## src/hdl/pixel_to_glyph_downscaler_unit_macros.svh

```systemverilog
// ----------------------------------------------------------------------------
// Assertion macros for the pixel to glyph downscaler
// Concurrent checks that are clocked on clk and disabled while rst_n is low.
// ----------------------------------------------------------------------------
`ifndef PIXEL_TO_GLYPH_DOWNSCALER_UNIT_MACROS_SVH
`define PIXEL_TO_GLYPH_DOWNSCALER_UNIT_MACROS_SVH

// The consequent must hold in the same cycle as the antecedent.
`define PGD_ASSERT_IMPLY(lbl, ante, cons) \
    lbl: assert property (@(posedge clk) disable iff (!rst_n) (ante) |-> (cons)) \
        else $error("same-cycle check failed");

// The consequent must hold in the cycle after the antecedent.
`define PGD_ASSERT_NEXT(lbl, ante, cons) \
    lbl: assert property (@(posedge clk) disable iff (!rst_n) (ante) |=> (cons)) \
        else $error("next-cycle check failed");

`endif

```

## src/hdl/pgd_pkg.sv

```systemverilog
// ----------------------------------------------------------------------------
// Pixel to glyph downscaler package
// Shared constants, register indexes, structures and small arithmetic helpers.
// ----------------------------------------------------------------------------
package pgd_pkg;

    localparam int MAX_DIMENSION = 4096;
    localparam int MAX_LEVELS    = 64;

    localparam logic [2:0] REG_SOURCE_WIDTH    = 3'd0;
    localparam logic [2:0] REG_SOURCE_HEIGHT   = 3'd1;
    localparam logic [2:0] REG_SCALED_WIDTH    = 3'd2;
    localparam logic [2:0] REG_SCALED_HEIGHT   = 3'd3;
    localparam logic [2:0] REG_INVERT_MODE     = 3'd4;
    localparam logic [2:0] REG_NORMAL_LEVELS   = 3'd5;
    localparam logic [2:0] REG_INVERTED_LEVELS = 3'd6;

    typedef struct packed {
        logic [12:0] width;
        logic [12:0] height;
        logic [12:0] scaled_width;
        logic [12:0] scaled_height;
        logic [6:0]  levels;
    } cfg_t;

    typedef struct packed {
        logic [1:0] count;
        logic [5:0] level;
        logic       line_end0;
        logic       frame_end0;
        logic       run_last0;
        logic       line_end1;
        logic       frame_end1;
    } glyph_pair_t;

    // Exact floor(v / 3) for all 8-bit values through a reciprocal multiply.
    function automatic logic [7:0] div3(input logic [7:0] v);
        logic [16:0] p;
        p = {9'd0, v} * 17'd171;
        return p[16:9];
    endfunction

    function automatic logic [12:0] clamp_dim(input logic [12:0] v, input logic [12:0] hi);
        logic [12:0] r;
        if (v == 13'd0) begin
            r = 13'd1;
        end else if (v > hi) begin
            r = hi;
        end else begin
            r = v;
        end
        return r;
    endfunction

    function automatic logic [6:0] clamp_levels(input logic [6:0] v);
        logic [6:0] r;
        if (v == 7'd0) begin
            r = 7'd1;
        end else if (v > 7'(MAX_LEVELS)) begin
            r = 7'(MAX_LEVELS);
        end else begin
            r = v;
        end
        return r;
    endfunction

endpackage

```

## src/hdl/pgd_config.sv

```systemverilog
// ----------------------------------------------------------------------------
// Pixel to glyph downscaler configuration registers
// Holds the register file, clamps the dimensions and selects the level count.
// ----------------------------------------------------------------------------
module pgd_config
(
    input  logic               clk,
    input  logic               rst_n,
    input  logic               cfg_valid,
    output logic               cfg_ready,
    input  logic [2:0]         cfg_index,
    input  logic [12:0]        cfg_data,
    output pgd_pkg::cfg_t      cfg,
    output logic               restart
);

    logic [12:0] source_width_reg;
    logic [12:0] source_height_reg;
    logic [12:0] scaled_width_reg;
    logic [12:0] scaled_height_reg;
    logic        invert_mode_reg;
    logic [6:0]  normal_levels_reg;
    logic [6:0]  inverted_levels_reg;
    logic        write_en;
    logic        index_hit;
    logic [12:0] width_clamped;
    logic [12:0] height_clamped;

    assign cfg_ready = 1'b1;
    assign write_en  = cfg_valid && cfg_ready;

    always_comb
    begin
        case (cfg_index)
            pgd_pkg::REG_SOURCE_WIDTH,
            pgd_pkg::REG_SOURCE_HEIGHT,
            pgd_pkg::REG_SCALED_WIDTH,
            pgd_pkg::REG_SCALED_HEIGHT,
            pgd_pkg::REG_INVERT_MODE,
            pgd_pkg::REG_NORMAL_LEVELS,
            pgd_pkg::REG_INVERTED_LEVELS: index_hit = 1'b1;
            default:                      index_hit = 1'b0;
        endcase
    end

    assign restart = write_en && index_hit;

    always_ff @(posedge clk or negedge rst_n)
    begin
        if (!rst_n)
        begin
            source_width_reg    <= 13'd1;
            source_height_reg   <= 13'd1;
            scaled_width_reg    <= 13'd1;
            scaled_height_reg   <= 13'd1;
            invert_mode_reg     <= 1'b0;
            normal_levels_reg   <= 7'd1;
            inverted_levels_reg <= 7'd1;
        end
        else if (write_en)
        begin
            case (cfg_index)
                pgd_pkg::REG_SOURCE_WIDTH:    source_width_reg    <= cfg_data;
                pgd_pkg::REG_SOURCE_HEIGHT:   source_height_reg   <= cfg_data;
                pgd_pkg::REG_SCALED_WIDTH:    scaled_width_reg    <= cfg_data;
                pgd_pkg::REG_SCALED_HEIGHT:   scaled_height_reg   <= cfg_data;
                pgd_pkg::REG_INVERT_MODE:     invert_mode_reg     <= cfg_data[0];
                pgd_pkg::REG_NORMAL_LEVELS:   normal_levels_reg   <= cfg_data[6:0];
                pgd_pkg::REG_INVERTED_LEVELS: inverted_levels_reg <= cfg_data[6:0];
                default:                      ;
            endcase
        end
    end

    assign width_clamped  = pgd_pkg::clamp_dim(source_width_reg, 13'(pgd_pkg::MAX_DIMENSION));
    assign height_clamped = pgd_pkg::clamp_dim(source_height_reg, 13'(pgd_pkg::MAX_DIMENSION));

    always_comb
    begin
        cfg.width         = width_clamped;
        cfg.height        = height_clamped;
        cfg.scaled_width  = pgd_pkg::clamp_dim(scaled_width_reg, width_clamped);
        cfg.scaled_height = pgd_pkg::clamp_dim(scaled_height_reg, height_clamped);
        cfg.levels        = pgd_pkg::clamp_levels(invert_mode_reg ? inverted_levels_reg
                                                                  : normal_levels_reg);
    end

endmodule

```

## src/hdl/pgd_sampler.sv

```systemverilog
// ----------------------------------------------------------------------------
// Pixel to glyph downscaler sampler
// Keeps the raster position and step accumulators and decides, for each
// pixel, which glyphs it yields and their level and boundary flags.
// ----------------------------------------------------------------------------
module pgd_sampler
(
    input  logic                  clk,
    input  logic                  rst_n,
    input  pgd_pkg::cfg_t         cfg,
    input  logic                  restart,
    input  logic                  step,
    input  logic [7:0]            gray,
    output pgd_pkg::glyph_pair_t  pair
);

    logic [11:0] src_column_reg;
    logic [11:0] src_row_reg;
    logic [13:0] glyph_column_reg;
    logic [12:0] glyph_row_reg;
    logic [14:0] column_acc_reg;
    logic [13:0] row_acc_reg;

    logic [13:0] glyphs;
    logic [14:0] glyphs_wide;
    logic [14:0] width_wide;
    logic        row_hit;
    logic        emit0;
    logic        emit1;
    logic [13:0] glyph_column_1;
    logic [13:0] glyph_column_next;
    logic [14:0] column_acc_1;
    logic [14:0] column_acc_2;
    logic [14:0] column_acc_next;
    logic [14:0] level_product;
    logic        last_row;
    logic        line_end0;
    logic        line_end1;
    logic [12:0] src_column_inc;
    logic [12:0] src_row_inc;
    logic        row_done;
    logic        frame_done;
    logic [13:0] row_acc_add;
    logic [13:0] row_acc_next;

    always_comb
    begin
        glyphs      = {cfg.scaled_width, 1'b0};
        glyphs_wide = {1'b0, glyphs};
        width_wide  = {2'b00, cfg.width};

        row_hit = (glyph_row_reg < cfg.scaled_height)
                  && (row_acc_reg < {1'b0, cfg.scaled_height});

        emit0          = row_hit && (glyph_column_reg < glyphs) && (column_acc_reg < glyphs_wide);
        glyph_column_1 = glyph_column_reg + 14'd1;
        column_acc_1   = emit0 ? column_acc_reg + width_wide : column_acc_reg;
        emit1          = emit0 && (glyph_column_1 < glyphs) && (column_acc_1 < glyphs_wide);
        column_acc_2   = emit1 ? column_acc_1 + width_wide : column_acc_1;

        glyph_column_next = glyph_column_reg + {13'd0, emit0} + {13'd0, emit1};
        if (!row_hit)
        begin
            column_acc_next = column_acc_reg;
        end
        else if (column_acc_2 >= glyphs_wide)
        begin
            column_acc_next = column_acc_2 - glyphs_wide;
        end
        else
        begin
            column_acc_next = 15'd0;
        end

        level_product = {7'd0, gray} * {8'd0, cfg.levels};

        last_row  = glyph_row_reg == cfg.scaled_height - 13'd1;
        line_end0 = glyph_column_reg == glyphs - 14'd1;
        line_end1 = glyph_column_1 == glyphs - 14'd1;

        pair.count      = emit1 ? 2'd2 : (emit0 ? 2'd1 : 2'd0);
        pair.level      = level_product[13:8];
        pair.line_end0  = line_end0;
        pair.frame_end0 = line_end0 && last_row;
        pair.run_last0  = !emit1;
        pair.line_end1  = line_end1;
        pair.frame_end1 = line_end1 && last_row;

        src_column_inc = {1'b0, src_column_reg} + 13'd1;
        src_row_inc    = {1'b0, src_row_reg} + 13'd1;
        row_done       = src_column_inc >= cfg.width;
        frame_done     = row_done && (src_row_inc >= cfg.height);

        row_acc_add = row_hit ? row_acc_reg + {1'b0, cfg.height} : row_acc_reg;
        if (row_acc_add >= {1'b0, cfg.scaled_height})
        begin
            row_acc_next = row_acc_add - {1'b0, cfg.scaled_height};
        end
        else
        begin
            row_acc_next = 14'd0;
        end
    end

    always_ff @(posedge clk or negedge rst_n)
    begin
        if (!rst_n)
        begin
            src_column_reg   <= 12'd0;
            src_row_reg      <= 12'd0;
            glyph_column_reg <= 14'd0;
            glyph_row_reg    <= 13'd0;
            column_acc_reg   <= 15'd0;
            row_acc_reg      <= 14'd0;
        end
        else if (restart || (step && frame_done))
        begin
            src_column_reg   <= 12'd0;
            src_row_reg      <= 12'd0;
            glyph_column_reg <= 14'd0;
            glyph_row_reg    <= 13'd0;
            column_acc_reg   <= 15'd0;
            row_acc_reg      <= 14'd0;
        end
        else if (step && row_done)
        begin
            src_column_reg   <= 12'd0;
            glyph_column_reg <= 14'd0;
            column_acc_reg   <= 15'd0;
            glyph_row_reg    <= glyph_row_reg + {12'd0, row_hit};
            row_acc_reg      <= row_acc_next;
            src_row_reg      <= src_row_inc[11:0];
        end
        else if (step)
        begin
            src_column_reg   <= src_column_inc[11:0];
            glyph_column_reg <= glyph_column_next;
            column_acc_reg   <= column_acc_next;
        end
    end

endmodule

```

## src/hdl/pgd_out_buffer.sv

```systemverilog
// ----------------------------------------------------------------------------
// Pixel to glyph downscaler result buffer
// Holds the up to two glyphs of one pixel and hands them out one per transfer.
// ----------------------------------------------------------------------------
module pgd_out_buffer
(
    input  logic                  clk,
    input  logic                  rst_n,
    input  logic                  load,
    input  pgd_pkg::glyph_pair_t  pair,
    input  logic                  stall,
    output logic                  valid,
    output logic [5:0]            level,
    output logic                  run_last,
    output logic                  line_end,
    output logic                  frame_end,
    output logic                  free
);

    logic [1:0] count_reg;
    logic [5:0] level_reg;
    logic       line_end0_reg;
    logic       frame_end0_reg;
    logic       run_last0_reg;
    logic       line_end1_reg;
    logic       frame_end1_reg;
    logic       transfer;

    assign valid    = count_reg != 2'd0;
    assign transfer = valid && !stall;
    assign free     = (count_reg == 2'd0) || ((count_reg == 2'd1) && !stall);

    always_ff @(posedge clk or negedge rst_n)
    begin
        if (!rst_n)
        begin
            count_reg <= 2'd0;
        end
        else if (load)
        begin
            count_reg <= pair.count;
        end
        else if (transfer)
        begin
            count_reg <= count_reg - 2'd1;
        end
    end

    always_ff @(posedge clk)
    begin
        if (load)
        begin
            level_reg      <= pair.level;
            line_end0_reg  <= pair.line_end0;
            frame_end0_reg <= pair.frame_end0;
            run_last0_reg  <= pair.run_last0;
            line_end1_reg  <= pair.line_end1;
            frame_end1_reg <= pair.frame_end1;
        end
        else if (transfer && (count_reg == 2'd2))
        begin
            line_end0_reg  <= line_end1_reg;
            frame_end0_reg <= frame_end1_reg;
            run_last0_reg  <= 1'b1;
        end
    end

    assign level     = level_reg;
    assign run_last  = run_last0_reg;
    assign line_end  = line_end0_reg;
    assign frame_end = frame_end0_reg;

endmodule

```

## src/hdl/pixel_to_glyph_downscaler_unit.sv

```systemverilog
// ----------------------------------------------------------------------------
// Pixel to glyph downscaler
// Nearest-neighbor downscaling of a raster RGB stream to gray glyph levels.
// ----------------------------------------------------------------------------
// A pixel transfer is taken into an input register together with its gray
// value; once the result buffer is free, the sampler decides the pixel's zero,
// one or two glyphs and loads them into the result buffer. The result channel
// moves one glyph per cycle while glyph_stall is low, and the buffer takes the
// next pixel as the last glyph of the one before leaves. Configuration writes
// are always ready, take effect at once and restart the frame; they belong to
// idle periods.
module pixel_to_glyph_downscaler_unit
(
    input  logic        clk,
    input  logic        rst_n,
    input  logic        pixel_valid,
    output logic        pixel_stall,
    input  logic [7:0]  red,
    input  logic [7:0]  green,
    input  logic [7:0]  blue,
    output logic        glyph_valid,
    input  logic        glyph_stall,
    output logic [5:0]  glyph_level,
    output logic        run_last,
    output logic        line_end,
    output logic        frame_end,
    input  logic        cfg_valid,
    output logic        cfg_ready,
    input  logic [2:0]  cfg_index,
    input  logic [12:0] cfg_data
);

`include "pixel_to_glyph_downscaler_unit_macros.svh"

    pgd_pkg::cfg_t        cfg;
    pgd_pkg::glyph_pair_t pair;
    logic                 restart;
    logic                 pix_valid_reg;
    logic                 pix_valid_next;
    logic [7:0]           pix_gray_reg;
    logic [7:0]           pix_gray_next;
    logic                 buf_free;
    logic                 move;
    logic                 in_transfer;

    pgd_config u_config
    (
        .clk       (clk),
        .rst_n     (rst_n),
        .cfg_valid (cfg_valid),
        .cfg_ready (cfg_ready),
        .cfg_index (cfg_index),
        .cfg_data  (cfg_data),
        .cfg       (cfg),
        .restart   (restart)
    );

    assign move        = pix_valid_reg && buf_free;
    assign pixel_stall = pix_valid_reg && !buf_free;
    assign in_transfer = pixel_valid && !pixel_stall;

    always_comb
    begin
        pix_gray_next = pgd_pkg::div3(red) + pgd_pkg::div3(green) + pgd_pkg::div3(blue);
        if (in_transfer)
        begin
            pix_valid_next = 1'b1;
        end
        else if (move)
        begin
            pix_valid_next = 1'b0;
        end
        else
        begin
            pix_valid_next = pix_valid_reg;
        end
    end

    always_ff @(posedge clk or negedge rst_n)
    begin
        if (!rst_n)
        begin
            pix_valid_reg <= 1'b0;
        end
        else
        begin
            pix_valid_reg <= pix_valid_next;
        end
    end

    always_ff @(posedge clk)
    begin
        if (in_transfer)
        begin
            pix_gray_reg <= pix_gray_next;
        end
    end

    pgd_sampler u_sampler
    (
        .clk     (clk),
        .rst_n   (rst_n),
        .cfg     (cfg),
        .restart (restart),
        .step    (move),
        .gray    (pix_gray_reg),
        .pair    (pair)
    );

    pgd_out_buffer u_out_buffer
    (
        .clk       (clk),
        .rst_n     (rst_n),
        .load      (move),
        .pair      (pair),
        .stall     (glyph_stall),
        .valid     (glyph_valid),
        .level     (glyph_level),
        .run_last  (run_last),
        .line_end  (line_end),
        .frame_end (frame_end),
        .free      (buf_free)
    );

    `PGD_ASSERT_IMPLY(a_frame_end_is_line_end, glyph_valid && frame_end, line_end)
    `PGD_ASSERT_IMPLY(a_empty_buffer_takes_pixel, pix_valid_reg && !glyph_valid, !pixel_stall)
    `PGD_ASSERT_NEXT(a_second_glyph_follows, glyph_valid && !glyph_stall && !run_last, glyph_valid)
    `PGD_ASSERT_IMPLY(a_stall_needs_held_pixel, pixel_stall, pix_valid_reg && glyph_valid)

endmodule
```

## config.mk

```make
export PLATFORM = sky130hd
export DESIGN_NAME = pixel_to_glyph_downscaler_unit
export DESIGN_NICKNAME = d
export VERILOG_FILES = /design/src/hdl/pgd_pkg.sv /design/src/hdl/pgd_config.sv /design/src/hdl/pgd_sampler.sv /design/src/hdl/pgd_out_buffer.sv /design/src/hdl/pixel_to_glyph_downscaler_unit.sv
export VERILOG_INCLUDE_DIRS = /design/src /design/src/hdl
export SDC_FILE = /design/constraint.sdc
export NUM_CORES = 1
export LEC_CHECK = 0
export BUFFER_PORTS_ARGS = -buffer_cell sky130_fd_sc_hd__buf_2
export CAP_MARGIN = 10
export CORE_ASPECT_RATIO = 2
export CORE_MARGIN = 2
export CORE_UTILIZATION = 25
export DETAILED_ROUTE_END_ITERATION = 6
export PLACE_DENSITY = 0.49
export REMOVE_ABC_BUFFERS = 1
export SYNTH_ARGS = -nofsm -noshare
export SYNTH_HDL_FRONTEND = slang
export SYNTH_SLANG_ARGS = --single-unit
```

## constraint.sdc

```tcl
create_clock -name clk -period 14.37 [get_ports clk]
set_input_delay 2.874 -clock clk [delete_from_list [all_inputs] [get_ports clk]]
set_output_delay 2.874 -clock clk [all_outputs]
set_load 0.01 [all_outputs]
```

Yosys cells after proc, flatten, opt, wreduce, memory -nomap -nowiden
Cells that the tools add are included.
{ "op_classes": {"addsub": 16, "mul": 4, "magnitude_cmp": 15, "n_eq_ne": 11, "mux": 45, "reduce_logical": 46} }
{ "op_table": {"columns": ["cell", "count"], "rows": [
  ["two-way mux 13 bit", 10],
  ["two-way mux 15 bit", 7],
  ["two-way mux 14 bit", 7],
  ["two-way mux 12 bit", 5],
  ["logical NOT 13 bit", 4],
  ["multiplier 8 x 8 -> 16 bit (second input constant)", 3],
  ["adder 15 x 13 -> 15 bit", 2],
  ["< comparator 15 x 14 -> 1 bit", 2],
  ["adder 14 x 1 -> 14 bit", 2],
  ["== test 14 bit", 2],
  ["< comparator 14 bit", 2],
  ["adder 12 x 1 -> 13 bit (second input constant)", 2],
  ["greater-or-equal comparator 13 bit", 2],
  ["greater-than comparator 13 bit", 2],
  ["greater-than comparator 13 bit (second input constant)", 2],
  ["two-way mux 7 bit", 3],
  ["logical AND 1 bit", 17],
  ["AND reduction 2 bit", 8],
  ["greater-or-equal comparator 15 x 14 -> 1 bit", 1],
  ["subtractor 15 x 14 -> 15 bit", 1],
  ["adder 14 x 1 -> 14 bit (second input constant)", 1],
  ["adder 14 x 13 -> 14 bit", 1],
  ["greater-or-equal comparator 14 x 13 -> 1 bit", 1],
  ["< comparator 14 x 13 -> 1 bit", 1],
  ["other kinds (26)", 49]
]} }
{ "totals": {"reg_bits": 169, "input_bits": 45, "output_inout_bits": 12, "word_cells": 159} }

Depth between registers and ports, before layout
Gate-level depths: netlist of run 1.
{ "depth": {"depth_word": 20, "depth_mapped": 51, "depth_no_buf": 45} }

Hierarchy
From an unflattened synthesis of run 1, not the netlist that was laid out.
{ "unflattened": {"cells_unflattened": 2258, "hier_area_um2": 20399.6} }
{ "modules_own_cells": {"columns": ["mod", "n_inst", "cells_each", "area_per_inst_um2", "seq_area_each_um2"], "rows": [
  ["pgd_sampler", 1, 1483, 12066.6, 2001.9],
  ["pgd_config", 1, 358, 3942.5, 1684.1],
  ["pixel_to_glyph_downscaler_unit", 1, 383, 3854.9, 265.3],
  ["pgd_out_buffer", 1, 34, 535.5, 380.4]
]} }

Worst setup path after synthesis of run 1
No wires, ideal clock.
{ "synth_timing": {"kind": "flip-flop to flip-flop", "startpoint": "reg u_config.source_width_reg[12]", "endpoint": "reg u_sampler.column_acc_reg[10]", "setup_time_ns": 0.121, "arrival_ns": 10.005, "required_time_ns": 14.249, "setup_slack_ns": 4.244, "stages_incl_launch_ff": 47, "n_path_buf": 6, "synth_period_minus_slack_ns": 10.126, "path_cell_list": "dfrtp_1 -> clkbuf_1 -> inv_1 -> clkbuf_1 -> nand2_1 -> ha_1 -> nand3_1 -> o21bai_1 -> a311o_1 -> a31oi_4 -> buf_4 -> mux2i_1 -> ha_1 -> a21o_1 -> a21o_1 -> a221o_1 -> nand2_1 -> o2111ai_1 -> (+11 left out) -> nand4_2 -> clkbuf_1 -> mux2i_1 -> ha_1 -> inv_1 -> fa_1 -> a21o_1 -> a21oi_1 -> nor2b_1 -> o21ai_0 -> a21oi_1 -> a41oi_1 -> a21oi_1 -> a2111o_1 -> nor2_1 -> a211oi_4 -> buf_4 -> a22o_1"} }
{ "synth_via": {"elab_chain_cells": 19, "elab_cells_between_ends": 34, "classes_between": "add/sub (3); order compare (8); mux (11); reduce/logical (12)"} }
{ "synth_lines": {"columns": ["item", "line", "text"], "rows": [
  ["start: declaration", "pgd_config.sv:17", "logic [12:0] source_width_reg;"],
  ["start signal: assignment", "pgd_config.sv:63", "pgd_pkg::REG_SOURCE_WIDTH: source_width_reg <= cfg_data;"],
  ["greater-than comparator 13 bit", "pgd_pkg.sv:47", "end else if (v > hi) begin"],
  ["two-way mux 13 bit", "pgd_pkg.sv:47", null],
  ["two-way mux 13 bit *", "pgd_pkg.sv:45", "if (v == 13'd0) begin"],
  ["greater-than comparator 13 bit", "pgd_pkg.sv:47", null],
  ["two-way mux 13 bit", "pgd_pkg.sv:47", null],
  ["two-way mux 13 bit", "pgd_pkg.sv:45", null],
  ["< comparator 14 bit", "pgd_sampler.sv:55", "emit0 = row_hit && (glyph_column_reg < glyphs) && (column_acc_reg < glyphs_wide);"],
  ["logical AND 1 bit (2 in series)", "pgd_sampler.sv:55", null],
  ["(+2 left out)", null, null],
  ["logical AND 1 bit", "pgd_sampler.sv:58", "emit1 = emit0 && (glyph_column_1 < glyphs) && (column_acc_1 < glyphs_wide);"],
  ["two-way mux 15 bit", "pgd_sampler.sv:59", "column_acc_2 = emit1 ? column_acc_1 + width_wide : column_acc_1;"],
  ["subtractor 15 x 14 -> 15 bit or greater-or-equal comparator 15 x 14 -> 1 bit (tied branches)", "pgd_sampler.sv:68, pgd_sampler.sv:66", null],
  ["two-way mux 15 bit", "pgd_sampler.sv:66", "else if (column_acc_2 >= glyphs_wide)"],
  ["two-way mux 15 bit", "pgd_sampler.sv:62", "if (!row_hit)"],
  ["two-way mux 15 bit", "pgd_sampler.sv:134", "else if (step)"],
  ["two-way mux 15 bit", "pgd_sampler.sv:125", "else if (step && row_done)"],
  ["two-way mux 15 bit", "pgd_sampler.sv:116", "else if (restart || (step && frame_done))"],
  ["end signal: assignment", "pgd_sampler.sv:138", "column_acc_reg <= column_acc_next;"],
  ["end: declaration", "pgd_sampler.sv:21", "logic [14:0] column_acc_reg;"]
]} }
Every way passes the cells marked *; elsewhere a longest branch is shown, timed or not. The select of a mux whose other input is x is not followed.
A chain may end at the register's enable or synchronous reset.

Worst setup path in the final report of run 1
{ "layout_timing": {"startpoint": "reg u_config.source_width_reg[5]", "endpoint": "reg u_sampler.column_acc_reg[13]"} }
The elaborated chain is that of the path after synthesis.

==> impl_metrics.json, run 1 <==
{
  "syn-mean-instance-area_um2": 9.02,
  "endpoint_kind": "flop",
  "grt_use_total": 0.164,
  "finalSetupTns_ps": 0,
  "arrival_ps": 12290,
  "dp_cells": 3381,
  "clkSlewWorstSetupHoldPaths_ps": 80,
  "ys_top_cells_by_area": "ha_1 (22%), dfrtp_1 (17%), fa_1 (7.4%)",
  "vias": 17255,
  "mostFrequentLayoutCell": "ha_1",
  "r2r_cells": 43,
  "rsz0062_at_grt": "no",
  "largest_reg_flops": 15,
  "fin_crit_ps": 11930,
  "fillers": 8910,
  "synth.distinct_cells": 92,
  "p_leak_nw": 11.3,
  "grt_pass1_vias": 18232,
  "die_w_um": 208,
  "area_growth_pct": 10.4,
  "cts_hold_buffers": 0,
  "seq_area_frac_synth": 0.208,
  "routedWlPerCell_um": 20.5,
  "reg2reg_slack_ps": 2440,
  "fin_ws_ps": 2440,
  "portBuffers": 55,
  "cts_root_buf": "clkbuf_16",
  "crit_fanout": 18,
  "routed_wl_mm": 70.1,
  "ys_ff_latch": 169,
  "start_util": 0.253,
  "ctsResizeCount": 0,
  "ys.flop_type": "dfrtp_1",
  "synthArstFlopShare": 0.888,
  "fp-row-count": 149,
  "final_cells": 3414,
  "drt-initial-drc-count": 851,
  "dpl.hpwl_mm": 58.4,
  "stdcell_area_um2": 23000,
  "fin_skew_ps": 11.1,
  "p_clk_frac": 0.096,
  "crit_slowest_cell": "a311oi_2",
  "tightest_slew_ps": 1170,
  "h-tree-depth": 4,
  "drv_cap": 0,
  "combinationalPowerShare": 0.752,
  "hold_viol": 0,
  "p_sw_frac": 0.525,
  "p_per_area_nw_per_um2": 219,
  "ir_worst_vdd_mv": 0.171,
  "final_core_utilization": 0.279,
  "dieArea_um2": 85700,
  "crit_type": "reg2reg",
  "netlist_instances": 2307,
  "hold_path_class": "reg2reg",
  "synth_area_um2": 20800,
  "min_path_cells": 1,
  "core-area_um2": 82400,
  "cts_made_buffers": 17,
  "ios": 57,
  "status": "complete, no violations",
  "yosysWarnings": 0,
  "drc": 0,
  "crit_required_ps": 14730,
  "timing.final.max_slew_violations": 0,
  "gr-total-overflow": 0,
  "p_seq_frac": 0.152,
  "period_share": 0.830,
  "grt_max_degree": 85,
  "cts_tree": "done",
  "slowest_delay_ps": 760,
  "setup_violations": 0,
  "place_area_um2": 22400,
  "antenna_found_initial": 2,
  "p_switching_mw": 2.64,
  "nNetsFinal": 2826,
  "drive_gt1_frac": 0.103,
  "viasPerCell": 5.05,
  "yosysTopAreaCellShare": 0.217,
  "grt_pass1_wl_mm": 107,
  "fp.dieH_um": 412,
  "fmax_mhz": 83.8,
  "synth_edf_count": 19,
  "internal-power_mw": 2.39,
  "pre_cts_slack_ps": 2670,
  "worstSetupStartpointType": "flop",
  "drtPass1Iterations": 5,
  "clk_latency_ps": 480,
  "cts_setup_buffers": 0,
  "clock-sinks": 169,
  "yosys.area.top_type": "ha_1",
  "cts_buffer_depth": 2,
  "final_cell_mix": "ha_1 (361), inv_1 (228), nand2_1 (184)",
  "ant_nets": 0,
  "gp_congestion": 0.945,
  "slew_headroom": 0.223
}
-- kinds of logic (layout without fill, tap and decap cells) --
| kind of cell | after synthesis | in the layout | synth area share |
|---|---|---|---|
| fa+ha+maj | 439 | 439 | 0.292 |
| compound gates | 474 | 474 | 0.158 |
| other cells | 1 | 2 | 0.000180 |
| flops | 169 | 169 | 0.208 |
| buf+inv | 289 | 338 | 0.0533 |
| xor+xnor | 164 | 164 | 0.0704 |
| mux | 119 | 119 | 0.0628 |
| simple gates | 652 | 652 | 0.156 |
-- power groups by stage --
stage	clock network, mW	logic, mW	registers (mW)
3_3_place_gp	0	3.78	0.779
3_5_place_dp	0	3.79	0.776
5_1_grt	0.510	4.23	0.779
2_1_floorplan	0	2.65	0.721
4_1_cts	0.497	3.81	0.768
6_report	0.483	3.78	0.767
-- cell type report --
type | count | area (um2) | area share
diodes | 1 | 2.50 | 0.000109
clock buffers | 17 | 425 | 0.0185
inverters | 232 | 871 | 0.0379
multi-input cells | 1849 | 15400 | 0.671
repair buffers | 74 | 424 | 0.0185
clock inverters | 15 | 179 | 0.00779
well taps | 1057 | 1320 | 0.0576
flip-flops and latches | 169 | 4330 | 0.189
-- cell usage after synthesis, types with 7 or more instances --
| master | number |
|---|---|
| dfrtp_1 | 144 |
| a31oi_1 | 9 |
| a22o_1 | 35 |
| nand4_1 | 24 |
| o21ai_0 | 83 |
| ha_1 | 361 |
| and3_1 | 38 |
| o21bai_1 | 13 |
| o211ai_1 | 13 |
| or4_1 | 7 |
| or3_1 | 19 |
| nor2_1 | 149 |
| nand2_1 | 184 |
| nor2b_1 | 29 |
| inv_1 | 228 |
| a211oi_1 | 9 |
| mux2_2 | 92 |
| mux2i_1 | 27 |
| o21a_1 | 29 |
| xnor2_1 | 98 |
| nand2b_1 | 17 |
| o31ai_1 | 12 |
| and2_1 | 23 |
| fa_1 | 77 |
| nor3b_1 | 8 |
| a21oi_1 | 117 |
| edfxtp_1 | 19 |
| and4_1 | 10 |
| o2111ai_1 | 7 |
| a21o_1 | 60 |
| nor3_1 | 45 |
| nand3_1 | 50 |
| or2_2 | 11 |
| nand4b_1 | 7 |
| o31a_1 | 7 |
| clkbuf_1 | 39 |
| nor4_1 | 17 |
| xor2_1 | 64 |
-- metal layers --
metal,GRT usage,wire [um],vias up
met3,0.0185,1640,208
met1,0.148,23500,8389
met4,0.128,6260,0
met2,0.328,38700,363
li1,-,-,8295
met5,0,0,-
-- final timing paths --
kind | from | endpoint
max | u_config.source_width_reg[5] | u_sampler.column_acc_reg[13]
min | u_sampler.src_row_reg[1] | u_sampler.src_row_reg[1]
max reg2reg | u_config.source_width_reg[5] | u_sampler.column_acc_reg[13]
min reg2reg | u_sampler.src_row_reg[1] | u_sampler.src_row_reg[1]
max in group asynchronous | rst_n | u_config.invert_mode_reg
min in group asynchronous | rst_n | u_sampler.glyph_column_reg[11]
-- per-stage QoR --
stage / hold WS, ps / power (mW)
4_1_cts: 529 / 5.08
3_5_place_dp: 508 / 4.57
5_1_grt: 559 / 5.52
6_report: 528 / 5.03
3_3_place_gp: 506 / 4.56
2_1_floorplan: 475 / 3.37
-- worst max-delay path, delay by kind of cell, from the launching register on --
family	cells	cell delay, ps
AOI/OAI and AO/OA	21	5370
and+or+nand+nor	11	3000
adders and majority gates	5	1410
muxes	3	930
buffers and inverters	3	710
DFF	1	410
(Power assumes the default switching activity.)
==> run 2, diff against run 1 <==
==> constraint.sdc (replaced) <==
create_clock -name clk -period 12 [get_ports clk]
set_input_delay 2.4 -clock clk [delete_from_list [all_inputs] [get_ports clk]]
set_output_delay 2.4 -clock clk [all_outputs]
set_load 0.01 [all_outputs]
==> run 2 against run 1 <==
Against the previous run:
- via count is 0.18% lower
- non-clock buffer count is 14 higher
- hold slack worse by 2.1 ps
- clock-buffer cell count is 2 higher
- die area stayed put
- critical endpoint unchanged
==> impl_metrics.json, run 2 (synthesis gave the netlist of run 1 again) <==
{
  "status": "complete, no violations",
  "worst_hold_slack_ps": 526,
  "endpoint_kind": "flop",
  "p_per_area_nw_per_um2": 260,
  "h-tree-depth": 4,
  "cts_buffer_depth": 2,
  "largest_reg_flops": 15,
  "combinationalPowerShare": 0.761,
  "finalSetupTns_ps": 0,
  "grt_pass1_vias": 18590,
  "p_seq_frac": 0.154,
  "drtPass1Iterations": 6,
  "timing.final.max_slew_violations": 0,
  "p_clk_frac": 0.085,
  "mostFrequentLayoutCell": "ha_1",
  "worstSetupStartpointType": "flop",
  "worst-path-buf-inv": 4,
  "path_delay_family": "compound AO/OA/AOI/OAI gates",
  "hold_path_class": "reg2reg",
  "internal-power_mw": 2.88,
  "fin_crit_ps": 11100,
  "crit_type": "reg2reg",
  "crit_slowest_cell": "o31ai_1",
  "slew_headroom": 0.244,
  "clkSlewWorstSetupHoldPaths_ps": 70,
  "fp-row-count": 149,
  "dpl.hpwl_mm": 59.6,
  "cp-startpoint": "u_config.source_width_reg[5]",
  "cts_made_buffers": 17,
  "grt_pass1_wl_mm": 109,
  "viasPerCell": 5.03,
  "drt-initial-drc-count": 858,
  "slowest_delay_ps": 810,
  "clock-sinks": 169,
  "cts_hold_buffers": 0,
  "portBuffers": 55,
  "core-area_um2": 82400,
  "fillers": 8854,
  "period_share": 0.925,
  "routedWlPerCell_um": 20.7,
  "p_switching_mw": 3.11,
  "area_growth_pct": 10.5,
  "ant_nets": 0,
  "final_cell_mix": "ha_1 (361), inv_1 (228), nand2_1 (184)",
  "crit_required_ps": 12340,
  "vias": 17224,
  "gp_congestion": 0.963,
  "drc": 0,
  "cts_root_buf": "clkbuf_16",
  "fp.dieH_um": 412,
  "setup_violations": 0,
  "tightest_slew_ps": 1130,
  "p_leak_nw": 11.3,
  "nNetsFinal": 2840,
  "hold_start": "u_sampler.src_row_reg[1]",
  "rsz0062_at_grt": "no",
  "antenna_found_initial": 3,
  "p_sw_frac": 0.519,
  "crit_fanout": 16,
  "fmax_mhz": 90.1,
  "drive_gt1_frac": 0.107,
  "ios": 57,
  "start_util": 0.253,
  "die_w_um": 208,
  "diodes": 0,
  "grt_use_total": 0.167,
  "arrival_ps": 11450,
  "cts_setup_buffers": 0,
  "routed_wl_mm": 70.9,
  "drv_cap": 0,
  "gr-total-overflow": 0,
  "cts_tree": "done",
  "fin_skew_ps": 11.8,
  "crit_top_cell": "a21oi_1",
  "reg2reg_from": "u_config.source_width_reg[5]",
  "dieArea_um2": 85700,
  "hold_viol": 0,
  "clk_latency_ps": 450,
  "ir_worst_vdd_mv": 0.137,
  "grt_max_degree": 84
}
-- run 2: changes by cell type in the layout (fill, tap and decap cells not counted), moves of 2 or more --
cell        change
clkinvlp_4      +4
clkinv_2        +2
inv_8           -4
clkinv_8        -5
clkbuf_1        +2
clkinv_1        +4
inv_6           -2
buf_4          +13
-- run 2: power by group through the flow --
| stage | Sequential (mW) | Combinational [mW] | Clock (mW) |
|---|---|---|---|
| 2_1_floorplan | 0.864 | 3.17 | 0 |
| 3_3_place_gp | 0.936 | 4.59 | 0 |
| 3_5_place_dp | 0.934 | 4.59 | 0 |
| 4_1_cts | 0.924 | 4.62 | 0.525 |
| 5_1_grt | 0.938 | 5.13 | 0.542 |
| 6_report | 0.924 | 4.56 | 0.508 |
-- run 2: per-layer routing --
metal | up-vias | wire [um] | track usage
met1 | 8229 | 23200 | 0.148
li1 | 8332 | - | -
met2 | 413 | 38400 | 0.326
met5 | - | 0 | 0
met3 | 250 | 1760 | 0.0183
met4 | 0 | 7420 | 0.152
-- run 2: path summary, 6_finish.rpt --
path | end | slack, ps | depth (start not counted)
setup / recovery | u_sampler.column_acc_reg[13] | 900 | 40
hold / removal | u_sampler.src_row_reg[1] | 530 | 1
setup reg to reg | u_sampler.column_acc_reg[13] | 900 | 40
hold reg to reg | u_sampler.src_row_reg[1] | 530 | 1
max in group asynchronous | u_config.scaled_height_reg[2] | 8480 | 2
min in group asynchronous | u_sampler.glyph_column_reg[11] | 2000 | 1
-- run 2: repair_timing --
item,in CTS,in global routing
resized for setup,0,2
endpoints found under the hold margin,0,0
setup endpoints to repair,0,14
-- run 2: cell type report --
class	instances	area, um2	share of cell area
sequential	169	4330	0.188
timing repair buffer	88	533	0.0232
clock inverter	13	81.3	0.00354
multi-input combinational	1849	15400	0.671
tap	1057	1320	0.0575
clock buffer	19	433	0.0188
inverter	232	871	0.0379
-- run 2: per-stage QoR --
stage	setup WS, ps	total power [mW]	cell area, um2	util	cells
global route	31.7	6.61	23000	0.279	3427
global placement	1160	5.53	22500	0.273	3394
CTS	1020	6.07	23000	0.279	3426
detailed placement	1030	5.53	22500	0.273	3394
finish	895	5.99	23000	0.279	3427
floorplan	1700	4.03	20600	-	2250
==> run 3, diff against run 2 <==
--- a/config.mk
+++ b/config.mk
@@ -6,7 +6,7 @@
 export SDC_FILE = /design/constraint.sdc
 export NUM_CORES = 1
 export LEC_CHECK = 0
-export BUFFER_PORTS_ARGS = -buffer_cell sky130_fd_sc_hd__buf_2
+export BUFFER_PORTS_ARGS = -buffer_cell sky130_fd_sc_hd__buf_4
 export CAP_MARGIN = 10
 export CORE_ASPECT_RATIO = 2
 export CORE_MARGIN = 2
==> run 3 against run 2 <==
Against the previous run:
- clock power is 19% higher
- power rose by 0.63%
- core utilization grew 0.35 points
- sequential cell count unchanged
- critical endpoint is now u_sampler.column_acc_reg[6]
==> impl_metrics.json, run 3 (synthesis gave the netlist of run 1 again) <==
{
  "crit_type": "reg2reg",
  "p_sw_frac": 0.511,
  "drv_cap": 0,
  "endpoint_kind": "flop",
  "core-area_um2": 82400,
  "fp-row-count": 149,
  "p_clk_frac": 0.100,
  "area_growth_pct": 11.9,
  "ant_nets": 0,
  "combinationalPowerShare": 0.748,
  "gr-total-overflow": 0,
  "arrival_ps": 11490,
  "grt_use_total": 0.168,
  "drt-initial-drc-count": 710,
  "nNetsFinal": 2849,
  "worstSetupStartpointType": "flop",
  "dpl.hpwl_mm": 59.4,
  "cts_tree": "done",
  "clk_latency_ps": 490,
  "portBuffers": 55,
  "fin_ws_ps": 878,
  "hold_path_class": "reg2reg",
  "ios": 57,
  "viasPerCell": 5.06,
  "finalSetupTns_ps": 0,
  "pre_cts_slack_ps": 769,
  "cts_buffer_depth": 2,
  "timing.final.max_slew_violations": 0,
  "h-tree-depth": 4,
  "die_w_um": 208,
  "routedWlPerCell_um": 20.7,
  "crit_slowest_cell": "nor4_4",
  "crit_required_ps": 12370,
  "cts_hold_buffers": 0,
  "final_cells": 3437,
  "dp_cells": 3402,
  "clkSlewWorstSetupHoldPaths_ps": 80,
  "grt_pass1_vias": 18452,
  "final_cell_mix": "ha_1 (361), inv_1 (228), nand2_1 (184)",
  "fp.dieH_um": 412,
  "fin_skew_ps": 16.6,
  "slowest_delay_ps": 610,
  "dieArea_um2": 85700,
  "mostFrequentLayoutCell": "ha_1",
  "grt_max_degree": 87,
  "start_util": 0.253,
  "slew_headroom": 0.176,
  "drive_gt1_frac": 0.112,
  "fin_crit_ps": 11120,
  "final_core_utilization": 0.282,
  "ir_worst_vdd_mv": 0.129,
  "drc": 0,
  "stdcell_area_um2": 23300,
  "largest_reg_flops": 15,
  "p_per_area_nw_per_um2": 259,
  "cts_made_buffers": 17,
  "routed_wl_mm": 71.1,
  "internal-power_mw": 2.95,
  "p_switching_mw": 3.08,
  "p_leak_nw": 11.5,
  "grt_pass1_wl_mm": 109,
  "clock-sinks": 169,
  "crit_fanout": 16,
  "vias": 17386,
  "drtPass1Iterations": 5,
  "worst_hold_slack_ps": 514,
  "power_mw": 6.03,
  "place_area_um2": 22700,
  "p_seq_frac": 0.152,
  "antenna_found_initial": 1,
  "gp_congestion": 0.963,
  "status": "complete, no violations",
  "tightest_slew_ps": 1220,
  "period_share": 0.927,
  "hold_viol": 0,
  "rsz0062_at_grt": "no",
  "cts_root_buf": "clkbuf_16",
  "setup_violations": 0,
  "fmax_mhz": 89.9
}
==> run 3: cell types whose count changed in the layout (fill, tap and decap cells not counted), sizes merged <==
cell / before / now
bufinv: 0 / 2
inv: 232 / 239
clkbuf: 19 / 18
clkinv: 9 / 3
clkinvlp: 4 / 3
diode: 0 / 1
buf: 88 / 96
==> run 3: power by group through the flow <==
stage          clock, mW  combinational [mW]  sequential [mW]
4_1_cts            0.625                4.56            0.915
6_report           0.603                4.51            0.918
2_1_floorplan          0                3.17            0.864
3_5_place_dp           0                4.54            0.926
3_3_place_gp           0                4.52            0.928
5_1_grt            0.643                5.10            0.930
==> run 3: layout make-up <==
class                      count  area [um2]
tap                         1057        1320
sequential                   169        4330
inverter                     232         871
multi-input combinational   1849       15400
clock inverter                15         181
clock buffer                  17         425
timing repair buffer          97         729
antenna                        1        2.50
fill                        8870       59100
==> run 3: timing repair <==
item | CTS | global route
setup buffers | 0 | 0
setup endpoints to repair | 0 | 15
gates resized for setup | 0 | 2
==> run 3: routing by layer <==
metal | vias to the layer above | share of wire | track usage | wire (um)
li1 | 8347 | - | - | -
met1 | 8432 | 0.33 | 0.148 | 23400
met2 | 385 | 0.55 | 0.333 | 39000
met3 | 222 | 0.026 | 0.0208 | 1870
met4 | 0 | 0.095 | 0.144 | 6750
met5 | - | 0 | 0 | 0
==> run 3: final timing paths <==
check	start	endpoint	slack, ps	cells past startpoint
min	u_sampler.src_column_reg[4]	u_sampler.src_column_reg[4]	510	2
max	u_config.source_width_reg[12]	u_sampler.column_acc_reg[6]	880	40
min reg2reg	u_sampler.src_column_reg[4]	u_sampler.src_column_reg[4]	510	2
max in group asynchronous	rst_n	u_config.inverted_levels_reg[2]	8510	2
min in group asynchronous	rst_n	u_sampler.glyph_column_reg[7]	1970	1
max reg2reg	u_config.source_width_reg[12]	u_sampler.column_acc_reg[6]	880	40
==> run 3: critical path, delay by kind of cell (launching register included) <==
family	cells	cell delay, ps
flops	1	430
fa+ha+maj	5	1630
mux	1	220
compound gates	22	6080
buf+inv	3	390
simple gates	9	2240
